`src/rtl/asdbw_pkg.sv`:
```
package asdbw_pkg;

  localparam int CH_W = 4;
  localparam int QUEUE_DEPTH = 2;
  localparam logic [9:0] CODE_BIAS = 10'h1FF;
  localparam int BIAS_SHIFT = 6;

  typedef enum logic [2:0] {
    CFG_CAPTURE_ENABLE       = 3'd0,
    CFG_SAMPLE_16BIT         = 3'd1,
    CFG_LAST_CHANNEL         = 3'd2,
    CFG_WINDOW_LOG2          = 3'd3,
    CFG_CHANNEL_BUFFER_BYTES = 3'd4,
    CFG_SECOND_BUFFER_BASE   = 3'd5,
    CFG_CHANNEL_MUX_TABLE    = 3'd6
  } cfg_idx_e;

  typedef enum logic [1:0] {
    OP_SAMPLE,
    OP_RELEASE_FIRST,
    OP_RELEASE_SECOND
  } op_e;

  typedef struct packed {
    logic       req_type;
    logic [9:0] adc_code;
    logic       release_half;
  } in_item_t;

  typedef struct packed {
    logic        write_valid;
    logic [15:0] write_addr;
    logic [15:0] write_data;
    logic        write_two_bytes;
    logic [2:0]  mux_select;
    logic        first_half_full;
    logic        second_half_full;
    logic        channel_error;
    logic [31:0] samples_collected;
  } out_item_t;

  typedef struct packed {
    logic        capture_enable;
    logic        sample_16bit;
    logic [3:0]  last_channel;
    logic [3:0]  window_log2;
    logic [15:0] channel_buffer_bytes;
    logic [15:0] second_buffer_base;
    logic [63:0] channel_mux_table;
  } cfg_t;

  typedef struct packed {
    op_e         op;
    logic [7:0]  byte8;
    logic [15:0] word16;
  } task_t;

  function automatic logic [3:0] mux_entry(input logic [63:0] tbl, input logic [CH_W-1:0] ch);
    mux_entry = tbl[ch*4 +: 4];
  endfunction

endpackage

```
`src/rtl/asdbw_front.sv`:
```
module asdbw_front (
  input  logic                in_valid,
  output logic                in_stall,
  input  asdbw_pkg::in_item_t in_item,
  output logic                q_push,
  output asdbw_pkg::task_t    q_task,
  input  logic                q_full
);
  import asdbw_pkg::*;

  logic [9:0] biased;

  assign in_stall = q_full;
  assign q_push   = in_valid && !q_full;
  assign biased   = in_item.adc_code - CODE_BIAS;

  always_comb begin
    q_task.byte8  = in_item.adc_code[9:2];
    q_task.word16 = 16'(biased) << BIAS_SHIFT;
    priority if (!in_item.req_type) begin
      q_task.op = OP_SAMPLE;
    end else if (!in_item.release_half) begin
      q_task.op = OP_RELEASE_FIRST;
    end else begin
      q_task.op = OP_RELEASE_SECOND;
    end
  end

endmodule

```
`src/rtl/asdbw_queue.sv`:
```
module asdbw_queue (
  input  logic             clk,
  input  logic             rst_n,
  input  logic             push,
  input  asdbw_pkg::task_t push_task,
  output logic             full,
  input  logic             pop,
  output logic             valid,
  output asdbw_pkg::task_t head
);
  import asdbw_pkg::*;

  localparam int PTR_W = $clog2(QUEUE_DEPTH);
  localparam int CNT_W = $clog2(QUEUE_DEPTH + 1);

  task_t            mem_r [QUEUE_DEPTH];
  logic [PTR_W-1:0] wr_ptr_r;
  logic [PTR_W-1:0] rd_ptr_r;
  logic [CNT_W-1:0] count_r;
  logic [CNT_W-1:0] count_nxt;

  assign full  = (count_r == CNT_W'(QUEUE_DEPTH));
  assign valid = (count_r != '0);
  assign head  = mem_r[rd_ptr_r];

  always_comb begin
    count_nxt = count_r;
    if (push && !pop) begin
      count_nxt = count_r + CNT_W'(1);
    end else if (pop && !push) begin
      count_nxt = count_r - CNT_W'(1);
    end
  end

  always_ff @(posedge clk) begin
    if (!rst_n) begin
      wr_ptr_r <= '0;
      rd_ptr_r <= '0;
      count_r  <= '0;
    end else begin
      count_r <= count_nxt;
      if (push) begin
        wr_ptr_r <= (wr_ptr_r == PTR_W'(QUEUE_DEPTH - 1)) ? '0 : wr_ptr_r + PTR_W'(1);
      end
      if (pop) begin
        rd_ptr_r <= (rd_ptr_r == PTR_W'(QUEUE_DEPTH - 1)) ? '0 : rd_ptr_r + PTR_W'(1);
      end
    end
  end

  always_ff @(posedge clk) begin
    if (push) begin
      mem_r[wr_ptr_r] <= push_task;
    end
  end

endmodule

```
`src/rtl/asdbw_back.sv`:
```
module asdbw_back #(
  parameter int MAX_CHANNELS = 16,
  parameter int ADDR_WIDTH   = 16
) (
  input  logic                 clk,
  input  logic                 rst_n,
  input  asdbw_pkg::cfg_t      cfg,
  input  logic                 q_valid,
  input  asdbw_pkg::task_t     q_task,
  output logic                 q_pop,
  output logic                 out_valid,
  input  logic                 out_stall,
  output asdbw_pkg::out_item_t out_item
);
  import asdbw_pkg::*;

  localparam logic [CH_W-1:0] TOP_MAX = CH_W'(MAX_CHANNELS - 1);
  localparam int AW_EFF = (ADDR_WIDTH < 16) ? ADDR_WIDTH : 16;
  localparam logic [15:0] ADDR_MASK = 16'((33'd1 << AW_EFF) - 33'd1);

  logic [CH_W-1:0] chan_r, chan_nxt;
  logic [15:0]     off_r, off_nxt;
  logic            first_r, first_nxt;
  logic            ffull_r, ffull_nxt;
  logic            sfull_r, sfull_nxt;
  logic            err_r, err_nxt;
  logic [31:0]     count_r, count_nxt;
  logic            out_valid_r;
  out_item_t       out_r, out_nxt;

  logic [CH_W-1:0] top;
  logic [CH_W-1:0] chan_a;
  logic [15:0]     off_a;
  logic [15:0]     base;
  logic [19:0]     prod;
  logic [19:0]     addr_full;
  logic [15:0]     window;
  logic [15:0]     win_mask;
  logic            do_write;
  logic [3:0]      nxt_entry;

  assign q_pop     = q_valid && (!out_valid_r || !out_stall);
  assign out_valid = out_valid_r;
  assign out_item  = out_r;

  assign top       = (cfg.last_channel > TOP_MAX) ? TOP_MAX : cfg.last_channel;
  assign base      = first_r ? 16'd0 : cfg.second_buffer_base;
  assign prod      = 20'(chan_r) * 20'(cfg.channel_buffer_bytes);
  assign addr_full = {4'b0, base} + prod + {4'b0, off_r};
  assign window    = 16'd1 << cfg.window_log2;
  assign win_mask  = window - 16'd1;
  assign do_write  = (q_task.op == OP_SAMPLE) && cfg.capture_enable
                     && !(ffull_r && sfull_r) && !err_r;

  always_comb begin
    chan_nxt  = chan_r;
    off_nxt   = off_r;
    first_nxt = first_r;
    ffull_nxt = ffull_r;
    sfull_nxt = sfull_r;
    err_nxt   = err_r;
    count_nxt = count_r;
    chan_a    = chan_r;
    off_a     = off_r;
    out_nxt   = '0;
    nxt_entry = '0;

    unique case (q_task.op)
      OP_RELEASE_FIRST:  ffull_nxt = 1'b0;
      OP_RELEASE_SECOND: sfull_nxt = 1'b0;
      default: begin
        if (do_write) begin
          out_nxt.write_valid     = 1'b1;
          out_nxt.write_addr      = addr_full[15:0] & ADDR_MASK;
          out_nxt.write_two_bytes = cfg.sample_16bit;
          out_nxt.write_data      = cfg.sample_16bit ? q_task.word16 : {8'b0, q_task.byte8};
          off_a     = off_r + (cfg.sample_16bit ? 16'd2 : 16'd1);
          count_nxt = count_r + 32'd1;
          if (off_a == cfg.channel_buffer_bytes && chan_r == top) begin
            if (first_r) begin
              ffull_nxt = 1'b1;
            end else begin
              sfull_nxt = 1'b1;
            end
            first_nxt = !first_r;
            off_a     = '0;
            chan_a    = '0;
          end
          chan_nxt = chan_a;
          off_nxt  = off_a;
          if (top != '0 && off_a != '0 && (off_a & win_mask) == '0) begin
            if (chan_a >= top) begin
              chan_nxt = '0;
            end else begin
              chan_nxt = chan_a + CH_W'(1);
              off_nxt  = off_a - window;
            end
            nxt_entry = mux_entry(cfg.channel_mux_table, chan_nxt);
            if (nxt_entry[3]) begin
              err_nxt = 1'b1;
            end
          end
        end
      end
    endcase

    nxt_entry                 = mux_entry(cfg.channel_mux_table, chan_nxt);
    out_nxt.mux_select        = nxt_entry[2:0];
    out_nxt.first_half_full   = ffull_nxt;
    out_nxt.second_half_full  = sfull_nxt;
    out_nxt.channel_error     = err_nxt;
    out_nxt.samples_collected = count_nxt;
  end

  always_ff @(posedge clk) begin
    if (!rst_n) begin
      chan_r      <= '0;
      off_r       <= '0;
      first_r     <= 1'b1;
      ffull_r     <= 1'b0;
      sfull_r     <= 1'b0;
      err_r       <= 1'b0;
      count_r     <= '0;
      out_valid_r <= 1'b0;
    end else begin
      if (q_pop) begin
        chan_r  <= chan_nxt;
        off_r   <= off_nxt;
        first_r <= first_nxt;
        ffull_r <= ffull_nxt;
        sfull_r <= sfull_nxt;
        err_r   <= err_nxt;
        count_r <= count_nxt;
      end
      if (q_pop) begin
        out_valid_r <= 1'b1;
      end else if (!out_stall) begin
        out_valid_r <= 1'b0;
      end
    end
  end

  always_ff @(posedge clk) begin
    if (q_pop) begin
      out_r <= out_nxt;
    end
  end

  // The channel error flag is sticky until reset.
  a_err_sticky: assert property (@(posedge clk) disable iff (!rst_n)
    err_r |=> err_r)
    else $error("channel error flag cleared without reset");

  // The active half only flips on a sample transaction that was written.
  a_half_flip: assert property (@(posedge clk) disable iff (!rst_n)
    (!$stable(first_r) && $past(rst_n)) |->
      $past(q_pop && do_write && q_task.op == OP_SAMPLE))
    else $error("active half changed without a write");

  // The sample counter moves only together with a freshly loaded write result.
  a_count_write: assert property (@(posedge clk) disable iff (!rst_n)
    (!$stable(count_r) && $past(rst_n)) |-> (out_valid_r && out_r.write_valid))
    else $error("sample count changed without a written result");

endmodule

```
`src/rtl/adc_scan_double_buffer_writer.sv`:
```
// ADC scan writer with a double buffer. Each transaction on the input channel is either
// a 10-bit conversion or the release of one buffer half, and each one produces exactly
// one result transaction carrying the buffer write (if any) and the status flags after
// the update. The block sustains one transaction per clock cycle in both directions while
// the result side does not stall; a transaction is written into the two-entry queue
// behind the input decoder, and the state update then loads its result into the result
// register. While the result side stalls the queue fills and the input stalls; the
// input resumes once a queue entry is freed. The address is computed combinationally
// as half base plus channel times sub-buffer size plus offset. Configuration registers
// may be written only while no transaction is in flight.
module adc_scan_double_buffer_writer #(
  parameter int MAX_CHANNELS = 16,
  parameter int ADDR_WIDTH   = 16
) (
  input  logic                 clk,
  input  logic                 rst_n,
  input  logic                 in_valid,
  output logic                 in_stall,
  input  asdbw_pkg::in_item_t  in_item,
  output logic                 out_valid,
  input  logic                 out_stall,
  output asdbw_pkg::out_item_t out_item,
  input  logic                 cfg_wr_en,
  input  logic [2:0]           cfg_index,
  input  logic [63:0]          cfg_data
);
  import asdbw_pkg::*;

  cfg_t  cfg_r;
  logic  q_push;
  task_t q_push_task;
  logic  q_full;
  logic  q_pop;
  logic  q_valid;
  task_t q_head;

  always_ff @(posedge clk) begin
    if (!rst_n) begin
      cfg_r.capture_enable       <= 1'b0;
      cfg_r.sample_16bit         <= 1'b0;
      cfg_r.last_channel         <= '0;
      cfg_r.window_log2          <= '0;
      cfg_r.channel_buffer_bytes <= 16'd512;
      cfg_r.second_buffer_base   <= 16'd8192;
      cfg_r.channel_mux_table    <= '0;
    end else if (cfg_wr_en) begin
      unique case (cfg_idx_e'(cfg_index))
        CFG_CAPTURE_ENABLE:       cfg_r.capture_enable       <= cfg_data[0];
        CFG_SAMPLE_16BIT:         cfg_r.sample_16bit         <= cfg_data[0];
        CFG_LAST_CHANNEL:         cfg_r.last_channel         <= cfg_data[3:0];
        CFG_WINDOW_LOG2:          cfg_r.window_log2          <= cfg_data[3:0];
        CFG_CHANNEL_BUFFER_BYTES: cfg_r.channel_buffer_bytes <= cfg_data[15:0];
        CFG_SECOND_BUFFER_BASE:   cfg_r.second_buffer_base   <= cfg_data[15:0];
        CFG_CHANNEL_MUX_TABLE:    cfg_r.channel_mux_table    <= cfg_data;
        default: begin
        end
      endcase
    end
  end

  asdbw_front u_front (
    .in_valid (in_valid),
    .in_stall (in_stall),
    .in_item  (in_item),
    .q_push   (q_push),
    .q_task   (q_push_task),
    .q_full   (q_full)
  );

  asdbw_queue u_queue (
    .clk       (clk),
    .rst_n     (rst_n),
    .push      (q_push),
    .push_task (q_push_task),
    .full      (q_full),
    .pop       (q_pop),
    .valid     (q_valid),
    .head      (q_head)
  );

  asdbw_back #(
    .MAX_CHANNELS (MAX_CHANNELS),
    .ADDR_WIDTH   (ADDR_WIDTH)
  ) u_back (
    .clk       (clk),
    .rst_n     (rst_n),
    .cfg       (cfg_r),
    .q_valid   (q_valid),
    .q_task    (q_head),
    .q_pop     (q_pop),
    .out_valid (out_valid),
    .out_stall (out_stall),
    .out_item  (out_item)
  );

endmodule

```
`config.mk`:
```
export PLATFORM = sky130hd
export DESIGN_NAME = adc_scan_double_buffer_writer
export DESIGN_NICKNAME = d
export VERILOG_FILES = /design/src/rtl/asdbw_pkg.sv /design/src/rtl/asdbw_front.sv /design/src/rtl/asdbw_queue.sv /design/src/rtl/asdbw_back.sv /design/src/rtl/adc_scan_double_buffer_writer.sv
export SDC_FILE = /design/constraint.sdc
export NUM_CORES = 1
export LEC_CHECK = 0
export BUFFER_PORTS_ARGS = -buffer_cell sky130_fd_sc_hd__buf_4
export CORE_UTILIZATION = 55
export DETAILED_ROUTE_END_ITERATION = 12
export GPL_TIMING_DRIVEN = 0
export PLACE_DENSITY = 0.79
export RECOVER_POWER = 100
export SLEW_MARGIN = 20
export SYNTH_ARGS = -nofsm -noshare
export SYNTH_HDL_FRONTEND = slang
export SYNTH_SLANG_ARGS = --single-unit
```
`constraint.sdc`:
```
create_clock -name clk -period 9.2 [get_ports clk]
set_input_delay 2.3 -clock clk [delete_from_list [all_inputs] [get_ports clk]]
set_output_delay 2.3 -clock clk [all_outputs]
set_load 0.02 [all_outputs]
```
Yosys cells after proc, flatten, opt, wreduce, memory -nomap -nowiden
Memories as Yosys holds them, arrays and structs flattened. A register that Yosys moved wholly into a read port is not among the register bits.
Index checks and enable logic that the tools add are counted.
{"block": "totals", "reg_bits": 239, "mem_bits_rw": 40, "input_bits": 84, "output_inout_bits": 74, "wordCells": 148, "n_memories": 1}
{"block": "op_classes", "add_sub_neg": 12, "mul": 1, "n_lt_le_gt_ge": 2, "eq_ne": 12, "n_shift": 3, "mux": 46, "bitwise_logic": 4, "n_reduce_logical": 39}
{"memory": "u_queue.mem_r", "depth": 2, "width": 20, "read_ports": 1, "rd_ports_with_merged_regs": 1, "write_ports": 1, "line_no": "asdbw_queue.sv:16", "text": "task_t mem_r [QUEUE_DEPTH];"}
{"cell": "$mux 16", "count": 7}
{"cell": "$mux 32", "count": 2}
{"cell": "$shiftx 64x7->3", "count": 1}
{"cell": "$shiftx 64x7->4", "count": 1}
{"cell": "$add 16x16->16", "count": 3}
{"cell": "$mux 4", "count": 11}
{"cell": "$mux 34", "count": 1}
{"cell": "$add 32x1->32 const B", "count": 1}
{"cell": "$mux 1", "count": 18}
{"cell": "$and 16x16->16", "count": 1}
{"cell": "$eq 16x16->1", "count": 1}
{"cell": "$logic_not 16->1", "count": 1}
{"cell": "$mul 4x16->16", "count": 1}
{"cell": "$reduce_bool 16->1", "count": 1}
{"cell": "$shl 1x4->16 const A", "count": 1}
{"cell": "$sub 16x1->16 const B", "count": 1}
{"cell": "$sub 16x16->16", "count": 1}
{"cell": "$reduce_and 2->1", "count": 7}
{"cell": "$logic_and 1x1->1", "count": 11}
{"cell": "$mux 2", "count": 5}
{"cell": "$sub 10x9->10 const B", "count": 1}
{"cell": "$eq 3x3->1 const B", "count": 3}
{"cell": "$logic_not 1->1", "count": 8}
{"cell": "$eq 3x2->1 const B", "count": 2}
{"cell": "23 further kinds", "count": 29}

Longest topological paths before layout
Gate-level depths: netlist (run 1).
{"block": "depth", "word_depth": 18, "ltp_mapped": 28, "depth_no_buf": 25}

By module
Synthesis (run 1) repeated with hierarchy kept, for this count alone.
{"block": "hier_totals", "cells_unflattened": 1851, "hier_area_um2": 17621.9}
{"module": "asdbw_back", "instances": 1, "cells_each": 1284, "area_per_inst_um2": 11035.6, "seq_area_each_um2": 3303.2}
{"module": "adc_scan_double_buffer_writer", "instances": 1, "cells_each": 423, "area_per_inst_um2": 4172.8, "seq_area_each_um2": 2122.0}
{"module": "asdbw_queue", "instances": 1, "cells_each": 103, "area_per_inst_um2": 2103.3, "seq_area_each_um2": 1661.6}
{"module": "asdbw_front", "instances": 1, "cells_each": 41, "area_per_inst_um2": 310.3, "seq_area_each_um2": 0.0}

Least setup slack after synthesis (run 1)
Ideal clock, no wire load.
{"block": "synth_timing", "path_kind": "register -> register", "from": "register cfg_r[104] in the netlist's numbering", "to": "register u_back.out_r (netlist bit u_back.out_item[37]), data pin", "setup_time_ns": 0.272, "arrival_time_ns": 5.733, "required_time_ns": 8.928, "slack_ns": 3.195, "stages_incl_launch_ff": 27, "path_buffers": 2, "path_cell_list": "dfxtp_1 clkbuf_1 inv_1 ha_1 inv_1 fa_1 buf_2 nor2b_1 or2_2 o22ai_1 o2111ai_1 nor4b_1 nand3_1 nand2_1 inv_1 ha_1 nor3_1 o21ai_0 a2111oi_0 nand4_1 nor3_1 nand2_1 a211o_1 nand2_1 mux2i_1 a22oi_1 mux4_2"}
{"block": "synth_via", "elab_chain_cells": 16, "elab_cells_between_ends": 25, "classes_between": "add/sub: 2; order compare: 1; eq/ne: 1; shift: 1; mux: 14; bitwise: 1; reduce/logical: 5"}
{"element": "from (decl)", "line_no": "adc_scan_double_buffer_writer.sv:29", "text": "cfg_t cfg_r;"}
{"element": "$mux 2 *", "line_no": "asdbw_back.sv:77", "text": "off_a = off_r + (cfg.sample_16bit ? 16'd2 : 16'd1);"}
{"element": "$add 16x16->16 *", "line_no": "asdbw_back.sv:77"}
{"element": "$eq 16x16->1", "line_no": "asdbw_back.sv:79", "text": "if (off_a == cfg.channel_buffer_bytes && chan_r == top) begin"}
{"element": "$logic_and 1x1->1", "line_no": "asdbw_back.sv:79"}
{"element": "$mux 4", "line_no": "asdbw_back.sv:79"}
{"element": "$mux 4", "line_no": "asdbw_back.sv:72", "text": "if (do_write) begin"}
{"element": "$mux 4", "line_no": "asdbw_back.sv:68", "text": "unique case (q_task.op)"}
{"element": "$add 4x1->4 / $ge 4x4->1 (equally long branches)", "line_no": "asdbw_back.sv:95, asdbw_back.sv:92"}
{"element": "$mux 4", "line_no": "asdbw_back.sv:92", "text": "if (chan_a >= top) begin"}
{"element": "$mux 4", "line_no": "asdbw_back.sv:91", "text": "if (top != '0 && off_a != '0 && (off_a & win_mask) == '0) begin"}
{"element": "$mux 4", "line_no": "asdbw_back.sv:72"}
{"element": "$mux 4", "line_no": "asdbw_back.sv:68"}
{"element": "$mux 4 *", "line_no": "asdbw_back.sv:91"}
{"element": "$mux 4 *", "line_no": "asdbw_back.sv:72"}
{"element": "$mux 4 *", "line_no": "asdbw_back.sv:68"}
{"element": "$shiftx 64x7->3 *", "line_no": "asdbw_pkg.sv:59", "text": "mux_entry = tbl[ch*4 +: 4];"}
{"element": "net u_back.nxt_entry[2]", "line_no": "asdbw_back.sv:40", "text": "logic [3:0] nxt_entry;"}
{"element": "to (signal assigned)", "line_no": "asdbw_back.sv:145", "text": "out_r <= out_nxt;"}
{"element": "to (decl)", "line_no": "asdbw_back.sv:29", "text": "out_item_t out_r, out_nxt;"}
Mark *: on every way through the listed nets, which the timed path passes. The rest lies on a longest branch. The select of a mux whose other input is x is not followed.
A chain may end at the register's enable or synchronous reset.

Worst setup path in the final report (run 1)
Ends and elaborated chain as after synthesis.

==> results of run 1 <==
-- power breakdown --
group / leakage, nW / internal (mW) / switching [mW] / total [mW]
registers: 2.45 / 1.51 / 0.0580 / 1.57
clock network: 0.499 / 0.713 / 0.529 / 1.24
logic: 4.10 / 0.166 / 0.487 / 0.653
total: 7.04 / 2.39 / 1.07 / 3.46
-- cells in the final DEF, fill, tap and decap left out, drive strengths merged, types with 7 or more instances in the layout --
cell	count
nand2	332
clkbuf	222
dfxtp	168
nor2	140
a21oi	136
inv	118
edfxtp	112
buf	85
o21ai	71
xnor2	67
nand3	56
fa	55
mux2i	51
xor2	48
ha	47
nor3	41
nor2b	32
and2	26
and3	24
or3	21
a211oi	20
nand2b	17
o211ai	12
nand4	11
o32a	10
a22oi	9
a31oi	8
a32o	8
clkinv	8
nor4	8
o21a	7
a21boi	7
-- per-layer routing --
layer | wire (um) | part of all wire [%]
met5 | 0 | 0
met4 | 1940 | 3.9
met3 | 3610 | 7.3
met2 | 23400 | 47
met1 | 20800 | 42
-- state kept, by name, summed over array words and instances (netlist names), named ones only --
name              count
u_back.err_r          1
u_back.sfull_r        1
u_queue.count_r       2
u_back.count_r       32
u_back.out_item      72
cfg_r               106
u_back.off_r         16
u_back.ffull_r        1
u_queue.wr_ptr_r      1
u_back.first_r        1
u_back.chan_r         4
u_queue.rd_ptr_r      1
u_back.out_valid      1
u_queue.mem_r        40
-- cells by family (layout without fill, tap and decap cells) --
| group | count (synthesis) | in the layout | share of synthesized area [%] |
|---|---|---|---|
| AO/OA/AOI/OAI | 334 | 334 | 12.9 |
| XOR/XNOR | 116 | 116 | 6.27 |
| adder cells (fa/ha/maj) | 102 | 102 | 10.2 |
| buffers and inverters | 221 | 437 | 5.15 |
| flip-flops | 280 | 280 | 40.6 |
| multiplexers | 60 | 60 | 4.18 |
| other | 0 | 1 | 0 |
| AND/OR/NAND/NOR | 732 | 732 | 20.7 |
-- worst paths after layout --
path               from  cells past startpoint             endpoint
max reg2reg  cfg_r[104]                     26  u_back.out_item[37]
min           cfg_r[68]                      2            cfg_r[68]
max          cfg_r[104]                     26  u_back.out_item[37]
min reg2reg   cfg_r[68]                      2            cfg_r[68]
-- cell usage after synthesis, types with 4 or more instances --
cell / number
a211oi_1: 18
a21boi_0: 7
a21oi_1: 136
a22oi_1: 9
a31oi_1: 8
a32o_1: 8
and2_1: 26
and3_1: 24
and4_1: 6
buf_1: 7
buf_2: 12
clkbuf_1: 85
dfxtp_1: 168
edfxtp_1: 112
fa_1: 55
ha_1: 47
inv_1: 114
mux2i_1: 50
mux4_2: 6
nand2_1: 331
nand2b_1: 17
nand3_1: 56
nand4_1: 9
nor2_1: 140
nor2b_1: 32
nor3_1: 38
nor3b_1: 4
nor4b_1: 4
o211ai_1: 12
o21a_1: 7
o21ai_0: 71
o32a_1: 10
or2_2: 4
or3_1: 21
xnor2_1: 66
xor2_1: 48
-- worst min-delay path, cell delays in order (launching register included) --
cell and delay (ns):
dfxtp_1 0.30, nand2_1 0.05, a21oi_1 0.05
-- metrics by stage --
| step | util (%) | cells |
|---|---|---|
| after global placement | 61.5 | 2392 |
| after CTS | 65.1 | 2451 |
| after global routing | 63.9 | 2451 |
| after detailed placement | 61.7 | 2395 |
| final | 63.9 | 2452 |
| after floorplan | - | 1845 |
-- cell type report --
cell class	count	area [um^2]	share of cell area [%]
diodes	1	2.50	0.0132
plain buffers	106	419	2.21
clock buffers	41	853	4.51
clock inverters	15	170	0.899
inverters	115	432	2.28
multi-input cells	1344	8970	47.4
flip-flops and latches	280	6730	35.5
well taps	390	488	2.58
repair buffers	160	871	4.60
==> summary.txt, run 1 <==
Routing
  • DR vias: 14400
  • DRT antenna net count: 0
  • DRT Wirelength: 49700 um
  • WL/cell: 20.3 um
  • DR vias/cell: 5.88
  • Initial DRC Count: 1441
  • DR pass1 iterations: 6
  • # DRC: 0

Pwr
  • Lkg Pwr: 7.04 nW
  • Cell area power density: 183 nW/um^2
  • IR drop worst, VDD: 0.000192 V
  • Total power: 3.46 mW

Floorplanning
  • Total die area: 30800 um^2
  • CORE AREA: 29600 um^2
  • IO Pins: 158
  • Die W: 175 um
  • Initial Util: 55.8%
  • Core Rows: 63
  • Die height: 175 um

Placed design
  • RePlAce Congestion: 1.01
  • Placed Area: 18300 um^2
  • IO Port Bufs: 157
  • Detailed-placement wirelength estimate: 37900 um
  • Worst slack at placement: 1.03 ns

Clock tree
  • Clock Root Buffer: clkbuf_16
  • Clock Tree Buf Depth: 3
  • CTS tree: built
  • Hold_buf cts: 0
  • Worst-path clk slew: 0.07 ns
  • Clk Latency, worst-skew pair: 0.60 ns
  • # Post-CTS Setup Buffers: 0
  • CTS resizes: 0
  • Clock Sinks: 280
  • H-tree Lvls: 1
  • CTS Buf Count: 30

Logic synthesis
  • EDFF count, synth: 112
  • Mapped cell area: 16500 um^2
  • Top_reg_cell synth: dfxtp_1
  • Gate Count Post-Synth: 1845
  • Dominant cell type by area after synthesis: dfxtp_1
  • Warnings, synthesis: 0
  • Syn_nets: 2031
  • Netlist cell types: 78
  • Ys async rst share: 0%
  • Flops & latches, synth: 280
  • Synth top area cells: dfxtp_1, edfxtp_1, nand2_1, fa_1, a21oi_1
  • Seq/Total Area, Yosys: 40.6%
  • Syn Area/Cell: 8.97 um^2
  • Synth top area share: 20.3%

Worst setup path
  • Largest delay contributor family on the critical path: simple AND/OR/NAND/NOR gates
  • CP max FO: 10
  • Critical path buffers and inverters: 5
  • Worst reg-to-reg setup slack: 0.57 ns
  • Slowest cell delay on critical path: 0.57 ns
  • Req. time, crit path: 9.52 ns
  • Slowest CP cell: nand3_1
  • CP Class: reg -> reg
  • Worst setup EP type: register
  • Crit path DAT: 8.95 ns
  • Crit start category: register

Global routing
  • Congestion Overflow GR: 0
  • Vias in the first global route: 14100
  • Grt peak-use layer: met2
  • Grt met1 use: 42.8%
  • Largest net degree at the start of global routing: 35
  • Grt met2 use: 54.0%
  • First-pass GRT wire length: 77000 um
  • GR Layer Usage met3: 4.13%
  • Tot GR Track Use: 32.4%
  • Initial antenna violation count: 0

Timing
  • Fmax: 116 MHz
  • Max-slew violations: 35
  • Final WS setup: 0.567 ns
  • Final setup vio count: 0
  • Final worst-path cycle share: 93.8%
  • Final hold vios: 0
  • Min Tclk post-route: 8.63 ns
  • Relative slew margins: -14.5%
  • RSZ-0062 raised after global routing: false
  • Clock Skew: 0.0325 ns
  • WHS: 0.449 ns
  • Least-Margin Pin Slew: 1.72 ns
  • Setup TNS: 0 ns

Layout
  • Finished Cell Area: 18900 um^2
  • Share of cells above drive strength 1: 8.05%
  • Fillers: 2576
  • Area growth from synthesis to final layout: 14.4%
  • Nets@finish: 2223

Hold path
  • Worst min-delay path category: reg -> reg

Flow run
  • Max cap viols: 1

Run status
  • Status: complete, but fails checks
  • Failing checks: max-capacitance violations, max-slew violations
Power figures use the tool's default switching activity.
==> run 2, diff against run 1 <==
- PLACE_DENSITY: 0.79 -> 0.86
==> run 2 against run 1 <==
The flow still finishes with violations (max-capacitance violations, max-slew violations); cell area shrank 0.11%; critical path type unchanged; hold slack gained 0.0019 ns; first-iteration DRC count shrank 9.5%; core utilization shrank 0.068 points; count of clock-buffer cells in the layout shrank 3; wire length shrank 0.23%; sequential power is essentially flat.
==> summary.txt, run 2 (synthesis results as in run 1) <==
Run status
  • Status: complete, but fails checks (unchanged)
  • Failing checks: max-capacitance violations, max-slew violations (unchanged)

Floorplanning
  • Total die area: 30800 um^2 (unchanged)
  • Core Rows: 63 (unchanged)
  • Die W: 175 um (unchanged)
  • Initial Util: 55.8% (unchanged)
  • IO Pins: 158 (unchanged)
  • CORE AREA: 29600 um^2 (unchanged)
  • Die height: 175 um (unchanged)

Routing
  • DR vias/cell: 5.92 (was 5.88)
  • # DRC: 0 (unchanged)
  • DR pass1 iterations: 6 (unchanged)
  • DRT Wirelength: 49600 um (was 49700 um)
  • DRT antenna net count: 0 (unchanged)
  • Initial DRC Count: 1304 (was 1441)
  • DR vias: 14500 (was 14400)
  • WL/cell: 20.2 um (was 20.3 um)

Worst setup path
  • Slowest cell delay on critical path: 0.53 ns (was 0.57 ns)
  • CP Class: reg -> reg (unchanged)
  • Crit path DAT: 8.66 ns (was 8.95 ns)
  • Worst setup EP type: register (unchanged)
  • Crit start category: register (unchanged)
  • Req. time, crit path: 9.52 ns (about the same)
  • CP max FO: 10 (unchanged)
  • Most frequent CP cell: inv_1
  • Slowest CP cell: a211oi_2 (was nand3_1)

Pwr
  • Total power: 3.49 mW (was 3.46 mW)
  • IR drop worst, VDD: 0.000142 V (was 0.000192 V)
  • Cell area power density: 185 nW/um^2 (was 183 nW/um^2)
  • Lkg Pwr: 7.03 nW (was 7.04 nW)

Timing
  • Min Tclk post-route: 8.34 ns (was 8.63 ns)
  • Final hold vios: 0 (unchanged)
  • Final worst-path cycle share: 90.7% (was 93.8%)
  • Fmax: 120 MHz (was 116 MHz)
  • Setup TNS: 0 ns (unchanged)
  • Clock Skew: 0.0131 ns (was 0.0325 ns)
  • RSZ-0062 raised after global routing: false (unchanged)
  • Max-slew violations: 37 (was 35)
  • Least-Margin Pin Slew: 1.81 ns (was 1.72 ns)
  • Final setup vio count: 0 (unchanged)
  • Relative slew margins: -20.8% (was -14.5%)

Layout
  • Share of cells above drive strength 1: 7.76% (was 8.05%)
  • Non-filler cells, final: 2452 (unchanged)
  • Largest reg by FF count: cfg_r (unchanged)
  • Area growth from synthesis to final layout: 14.3% (was 14.4%)
  • Finished Cell Area: 18900 um^2 (about the same)
  • Most common cell after layout, fill and taps aside: nand2_1 (unchanged)
  • Max reg flops: 106 (unchanged)
  • Most frequent cells in the layout: nand2_1, clkbuf_1, dfxtp_1 (unchanged)
  • Nets@finish: 2223 (unchanged)

Placed design
  • Placed Area: 18300 um^2 (about the same)
  • IO Port Bufs: 157 (unchanged)
  • Detailed-placement wirelength estimate: 38100 um (was 37900 um)
  • RePlAce Congestion: 0.954 (was 1.01)
  • Placed insts: 2395 (unchanged)

Hold path
  • Worst min-delay path category: reg -> reg (unchanged)

Clock tree
  • CTS tree: built (unchanged)
  • # Post-CTS Setup Buffers: 0 (unchanged)
  • Clk Latency, worst-skew pair: 0.57 ns (was 0.60 ns)
  • H-tree Lvls: 1 (unchanged)
  • CTS Buf Count: 30 (unchanged)
  • Clock Tree Buf Depth: 3 (unchanged)
  • Clock Sinks: 280 (unchanged)
  • Worst-path clk slew: 0.06 ns (was 0.07 ns)
  • CTS resizes: 0 (unchanged)
  • Hold_buf cts: 0 (unchanged)
  • Clock Root Buffer: clkbuf_16 (unchanged)

Flow run
  • Max cap viols: 1 (unchanged)

Global routing
  • Tot GR Track Use: 32.2% (was 32.4%)
  • Initial antenna violation count: 1 (was 0)
  • Vias in the first global route: 14300 (was 14100)
  • Congestion Overflow GR: 0 (unchanged)
  • Largest net degree at the start of global routing: 37 (was 35)
  • First-pass GRT wire length: 76900 um (was 77000 um)
==> run 2: cell count changes in the layout (fill, tap and decap cells not counted), sizes merged <==
cell and delta:
clkinv +2, bufinv +3, clkbuf -2, buf -1
inv -3, clkinvlp +1
==> run 2: final cells by class <==
type	count	area, um^2
flip-flops and latches	280	6730
plain buffers	106	419
inverters	115	432
well taps	390	488
clock buffers	38	791
multi-input cells	1344	8960
repair buffers	160	863
fillers	2477	10700
clock inverters	18	235
diodes	1	2.50
==> run 2: per-stage QoR <==
| step | setup slack, ns | utilization [%] | hold slack [ns] |
|---|---|---|---|
| 3_3_place_gp | 1.03 | 61.5 | 0.440 |
| 6_report | 0.855 | 63.8 | 0.451 |
| 2_1_floorplan | 3.20 | - | 0.431 |
| 3_5_place_dp | 1.09 | 61.7 | 0.443 |
| 4_1_cts | 0.944 | 65.1 | 0.452 |
| 5_1_grt | 0.388 | 63.8 | 0.468 |
==> run 2: critical path: cells and delay by family (launching register included) <==
| kind | cells | cell delay, ns |
|---|---|---|
| multiplexers | 2 | 0.35 |
| flip-flops | 1 | 0.52 |
| adder cells (fa/ha/maj) | 3 | 0.84 |
| AO/OA/AOI/OAI | 7 | 1.64 |
| AND/OR/NAND/NOR | 9 | 2.96 |
| buffers and inverters | 6 | 1.76 |
==> run 2: layer usage <==
layer,GRT usage [%],wire [um],vias up
li1,-,-,6733
met1,41.0,19600,6894
met2,53.6,23100,720
met3,5.43,4410,168
met4,14.9,2490,0
met5,0,0,-
==> run 2: path summary, 6_finish.rpt <==
check	from	endpoint	slack (ns)	cells past startpoint
worst max-delay path	cfg_r[104]	u_back.out_item[36]	0.86	27
worst max register to register	cfg_r[104]	u_back.out_item[36]	0.86	27
worst min-delay path	cfg_r[73]	cfg_r[73]	0.45	2
worst min register to register	cfg_r[73]	cfg_r[73]	0.45	2
==> run 2: report_power, final <==
group          leakage, nW  internal [mW]  total (mW)  switching [mW]
clock                0.494          0.749        1.26           0.510
sequential            2.45           1.51        1.57          0.0569
combinational         4.09          0.165       0.666           0.501
==> run 3, diff against run 2 <==
- ABC_AREA: not set -> 1
- ABC_CLOCK_PERIOD_IN_PS: not set -> 9200
==> run 3 against run 2 <==
The flow still finishes with violations (max-capacitance violations, max-slew violations); hold slack improved by 0.0016 ns; combinational power is 52% higher; sequential share of layout area up 0.83 points; largest power group unchanged; area after synthesis fell by 1.6%; final cell count increased by 9.5%; via count up 4.7%.
==> summary.txt, run 3 <==
Run status
  • Failing checks: max-capacitance violations, max-slew violations (unchanged)
  • Status: complete, but fails checks (unchanged)

Placed design
  • RePlAce Congestion: 0.981 (was 0.954)
  • Placed Area: 18000 um^2 (was 18300 um^2)
  • Placed insts: 2633 (was 2395)
  • Worst slack at placement: 3.00 ns (was 1.09 ns)
  • Detailed-placement wirelength estimate: 37200 um (was 38100 um)
  • IO Port Bufs: 157 (unchanged)

Floorplanning
  • Initial Util: 56.3% (was 55.8%)
  • Total die area: 30300 um^2 (was 30800 um^2)
  • IO Pins: 158 (unchanged)
  • Die W: 174 um (was 175 um)
  • Die height: 174 um (was 175 um)
  • Core Rows: 62 (was 63)
  • CORE AREA: 28900 um^2 (was 29600 um^2)

Clock tree
  • # Post-CTS Setup Buffers: 0 (unchanged)
  • Clock Sinks: 280 (unchanged)
  • CTS tree: built (unchanged)
  • CTS resizes: 0 (unchanged)
  • Clk Latency, worst-skew pair: 0.56 ns (was 0.57 ns)
  • Worst-path clk slew: 0.06 ns (about the same)
  • Clock Root Buffer: clkbuf_16 (unchanged)
  • Hold_buf cts: 0 (unchanged)
  • CTS Buf Count: 29 (was 30)
  • H-tree Lvls: 1 (unchanged)
  • Clock Tree Buf Depth: 3 (unchanged)

Global routing
  • Initial antenna violation count: 2 (was 1)
  • First-pass GRT wire length: 76400 um (was 76900 um)
  • Vias in the first global route: 14700 (was 14300)
  • Largest net degree at the start of global routing: 42 (was 37)
  • Congestion Overflow GR: 0 (unchanged)
  • Tot GR Track Use: 31.9% (was 32.2%)

Timing
  • Clock Skew: 0.0278 ns (was 0.0131 ns)
  • Setup TNS: 0 ns (unchanged)
  • Min Tclk post-route: 7.15 ns (was 8.34 ns)
  • Fmax: 140 MHz (was 120 MHz)
  • RSZ-0062 raised after global routing: false (unchanged)
  • Least-Margin Pin Slew: 2.58 ns (was 1.81 ns)
  • Final WS setup: 2.05 ns (was 0.855 ns)
  • Max-slew violations: 84 (was 37)
  • WHS: 0.453 ns (was 0.451 ns)
  • Final setup vio count: 0 (unchanged)
  • Relative slew margins: -71.7% (was -20.8%)
  • Final hold vios: 0 (unchanged)
  • Final worst-path cycle share: 77.7% (was 90.7%)

Routing
  • DR pass1 iterations: 8 (was 6)
  • # DRC: 0 (unchanged)
  • DRT Wirelength: 48700 um (was 49600 um)
  • DR vias: 15200 (was 14500)
  • Initial DRC Count: 1495 (was 1304)
  • DRT antenna net count: 0 (unchanged)
  • WL/cell: 18.1 um (was 20.2 um)
  • DR vias/cell: 5.66 (was 5.92)

Logic synthesis
  • Synth top area share: 20.7% (was 20.3%)
  • EDFF count, synth: 112 (unchanged)
  • Area share of fa/ha/maj cells after synthesis: 10.4% (was 10.2%)
  • Synth top area cells: dfxtp_1, edfxtp_1, nand2_1, inv_1, fa_1 (was dfxtp_1, edfxtp_1, nand2_1, fa_1, a21oi_1)
  • Syn_nets: 2275 (was 2031)
  • Most common cell in the netlist: nand2_1 (unchanged)
  • Post-Synth Simple-Gate Area: 21.2% (was 20.7%)
  • Netlist cell types: 48 (was 78)
  • Synth top cells by count: nand2_1, inv_1, nor2_1 (was nand2_1, dfxtp_1, nor2_1)
  • Largest family of logic cells by synthesized area: simple AND/OR/NAND/NOR gates (unchanged)
  • Mux share of post-synthesis cell area: 0% (was 4.18%)
  • Post-synthesis compound-gate area fraction: 13.0% (was 12.9%)
  • Seq/Total Area, Yosys: 41.3% (was 40.6%)
  • Post-synthesis xor/xnor area fraction: 3.99% (was 6.27%)
  • Syn Area/Cell: 7.79 um^2 (was 8.97 um^2)
  • Flops & latches, synth: 280 (unchanged)
  • Mapped cell area: 16300 um^2 (was 16500 um^2)
  • Gate Count Post-Synth: 2089 (was 1845)
  • Top_reg_cell synth: dfxtp_1 (unchanged)
  • Dominant cell type by area after synthesis: dfxtp_1 (unchanged)
  • Ys async rst share: 0% (unchanged)
  • Warnings, synthesis: 0 (unchanged)

Layout
  • Fillers: 2532 (was 2477)
  • Area growth from synthesis to final layout: 13.5% (was 14.3%)
  • Finished Cell Area: 18500 um^2 (was 18900 um^2)
  • Most common cell after layout, fill and taps aside: nand2_1 (unchanged)
  • Largest reg by FF count: cfg_r (unchanged)
  • ANT cells: 0 (was 1)
  • Share of cells above drive strength 1: 6.82% (was 7.76%)
  • Max reg flops: 106 (unchanged)
  • Non-filler cells, final: 2686 (was 2452)
  • Most frequent cells in the layout: nand2_1, inv_1, o21ai_0 (was nand2_1, clkbuf_1, dfxtp_1)
  • Nets@finish: 2466 (was 2223)
  • Post-layout util: 63.9% (was 63.8%)

Worst setup path
  • Worst setup EP type: register (unchanged)
  • Most frequent CP cell: nand2_1 (was inv_1)
  • CP max FO: 10 (unchanged)
  • Slowest CP cell: clkbuf_1 (was a211oi_2)
  • Slowest cell delay on critical path: 0.50 ns (was 0.53 ns)
  • CP Class: reg -> reg (unchanged)
  • Crit start category: register (unchanged)
  • Req. time, crit path: 9.65 ns (was 9.52 ns)
  • Crit path DAT: 7.60 ns (was 8.66 ns)

Pwr
  • IR drop worst, VDD: 0.000209 V (was 0.000142 V)
  • Lkg Pwr: 8.36 nW (was 7.03 nW)
  • Total power: 3.90 mW (was 3.49 mW)
  • Cell area power density: 211 nW/um^2 (was 185 nW/um^2)

Flow run
  • Max cap viols: 2 (was 1)

Hold path
  • Worst min-delay path category: reg -> reg (unchanged)
run 3: cell count changes in the layout (fill, tap and decap cells not counted), sizes merged, moves of 51 or more:
| cell | change |
|---|---|
| xnor2 | -55 |
| nor2 | +79 |
| o21ai | +152 |
| nand3 | +76 |
| mux2i | -51 |
| nand2 | +59 |
| inv | +231 |
run 3: final timing paths:
| kind | cells past startpoint | from | slack, ns | endpoint |
|---|---|---|---|---|
| hold reg to reg | 2 | cfg_r[49] | 0.45 | cfg_r[49] |
| setup / recovery | 37 | cfg_r[104] | 2.05 | u_back.off_r[15] |
| setup reg to reg | 37 | cfg_r[104] | 2.05 | u_back.off_r[15] |
| hold / removal | 2 | cfg_r[49] | 0.45 | cfg_r[49] |
run 3: cell type report:
type / instances / area (um^2) / share of cell area, %
Multi-Input combinational cell: 1387 / 7870 / 42.6
Clock inverter: 16 / 101 / 0.548
Sequential cell: 280 / 6730 / 36.4
Inverter: 345 / 1290 / 7.01
Tap cell: 384 / 480 / 2.60
Clock buffer: 37 / 817 / 4.42
Buffer: 77 / 333 / 1.80
Timing Repair Buffer: 160 / 863 / 4.67
run 3: per-layer routing:
| layer | track usage, % | vias to the layer above | share of wire, % |
|---|---|---|---|
| li1 | - | 7127 | - |
| met1 | 41.9 | 7123 | 40 |
| met2 | 52.5 | 818 | 47 |
| met3 | 5.36 | 135 | 9.4 |
| met4 | 12.4 | 0 | 3.6 |
| met5 | 0 | - | 0 |
run 3: power breakdown:
part	internal (mW)	switching (mW)
clock network	0.631	0.509
logic	0.245	0.763
registers	1.64	0.121
total	2.51	1.39
run 3: logic make-up after synthesis:
kind of cell             count (synthesis)
AO/OA/AOI/OAI                          411
XOR/XNOR                                70
adder cells (fa/ha/maj)                102
buffers and inverters                  422
flip-flops                             280
AND/OR/NAND/NOR                        804
run 3: critical path: cells and delay by family (launching register included):
| kind | cells | cell delay (ns) |
|---|---|---|
| AND/OR/NAND/NOR | 18 | 2.11 |
| AO/OA/AOI/OAI | 7 | 1.48 |
| XOR/XNOR | 1 | 0.06 |
| buffers and inverters | 8 | 2.04 |
| adder cells (fa/ha/maj) | 3 | 0.90 |
| flip-flops | 1 | 0.43 |
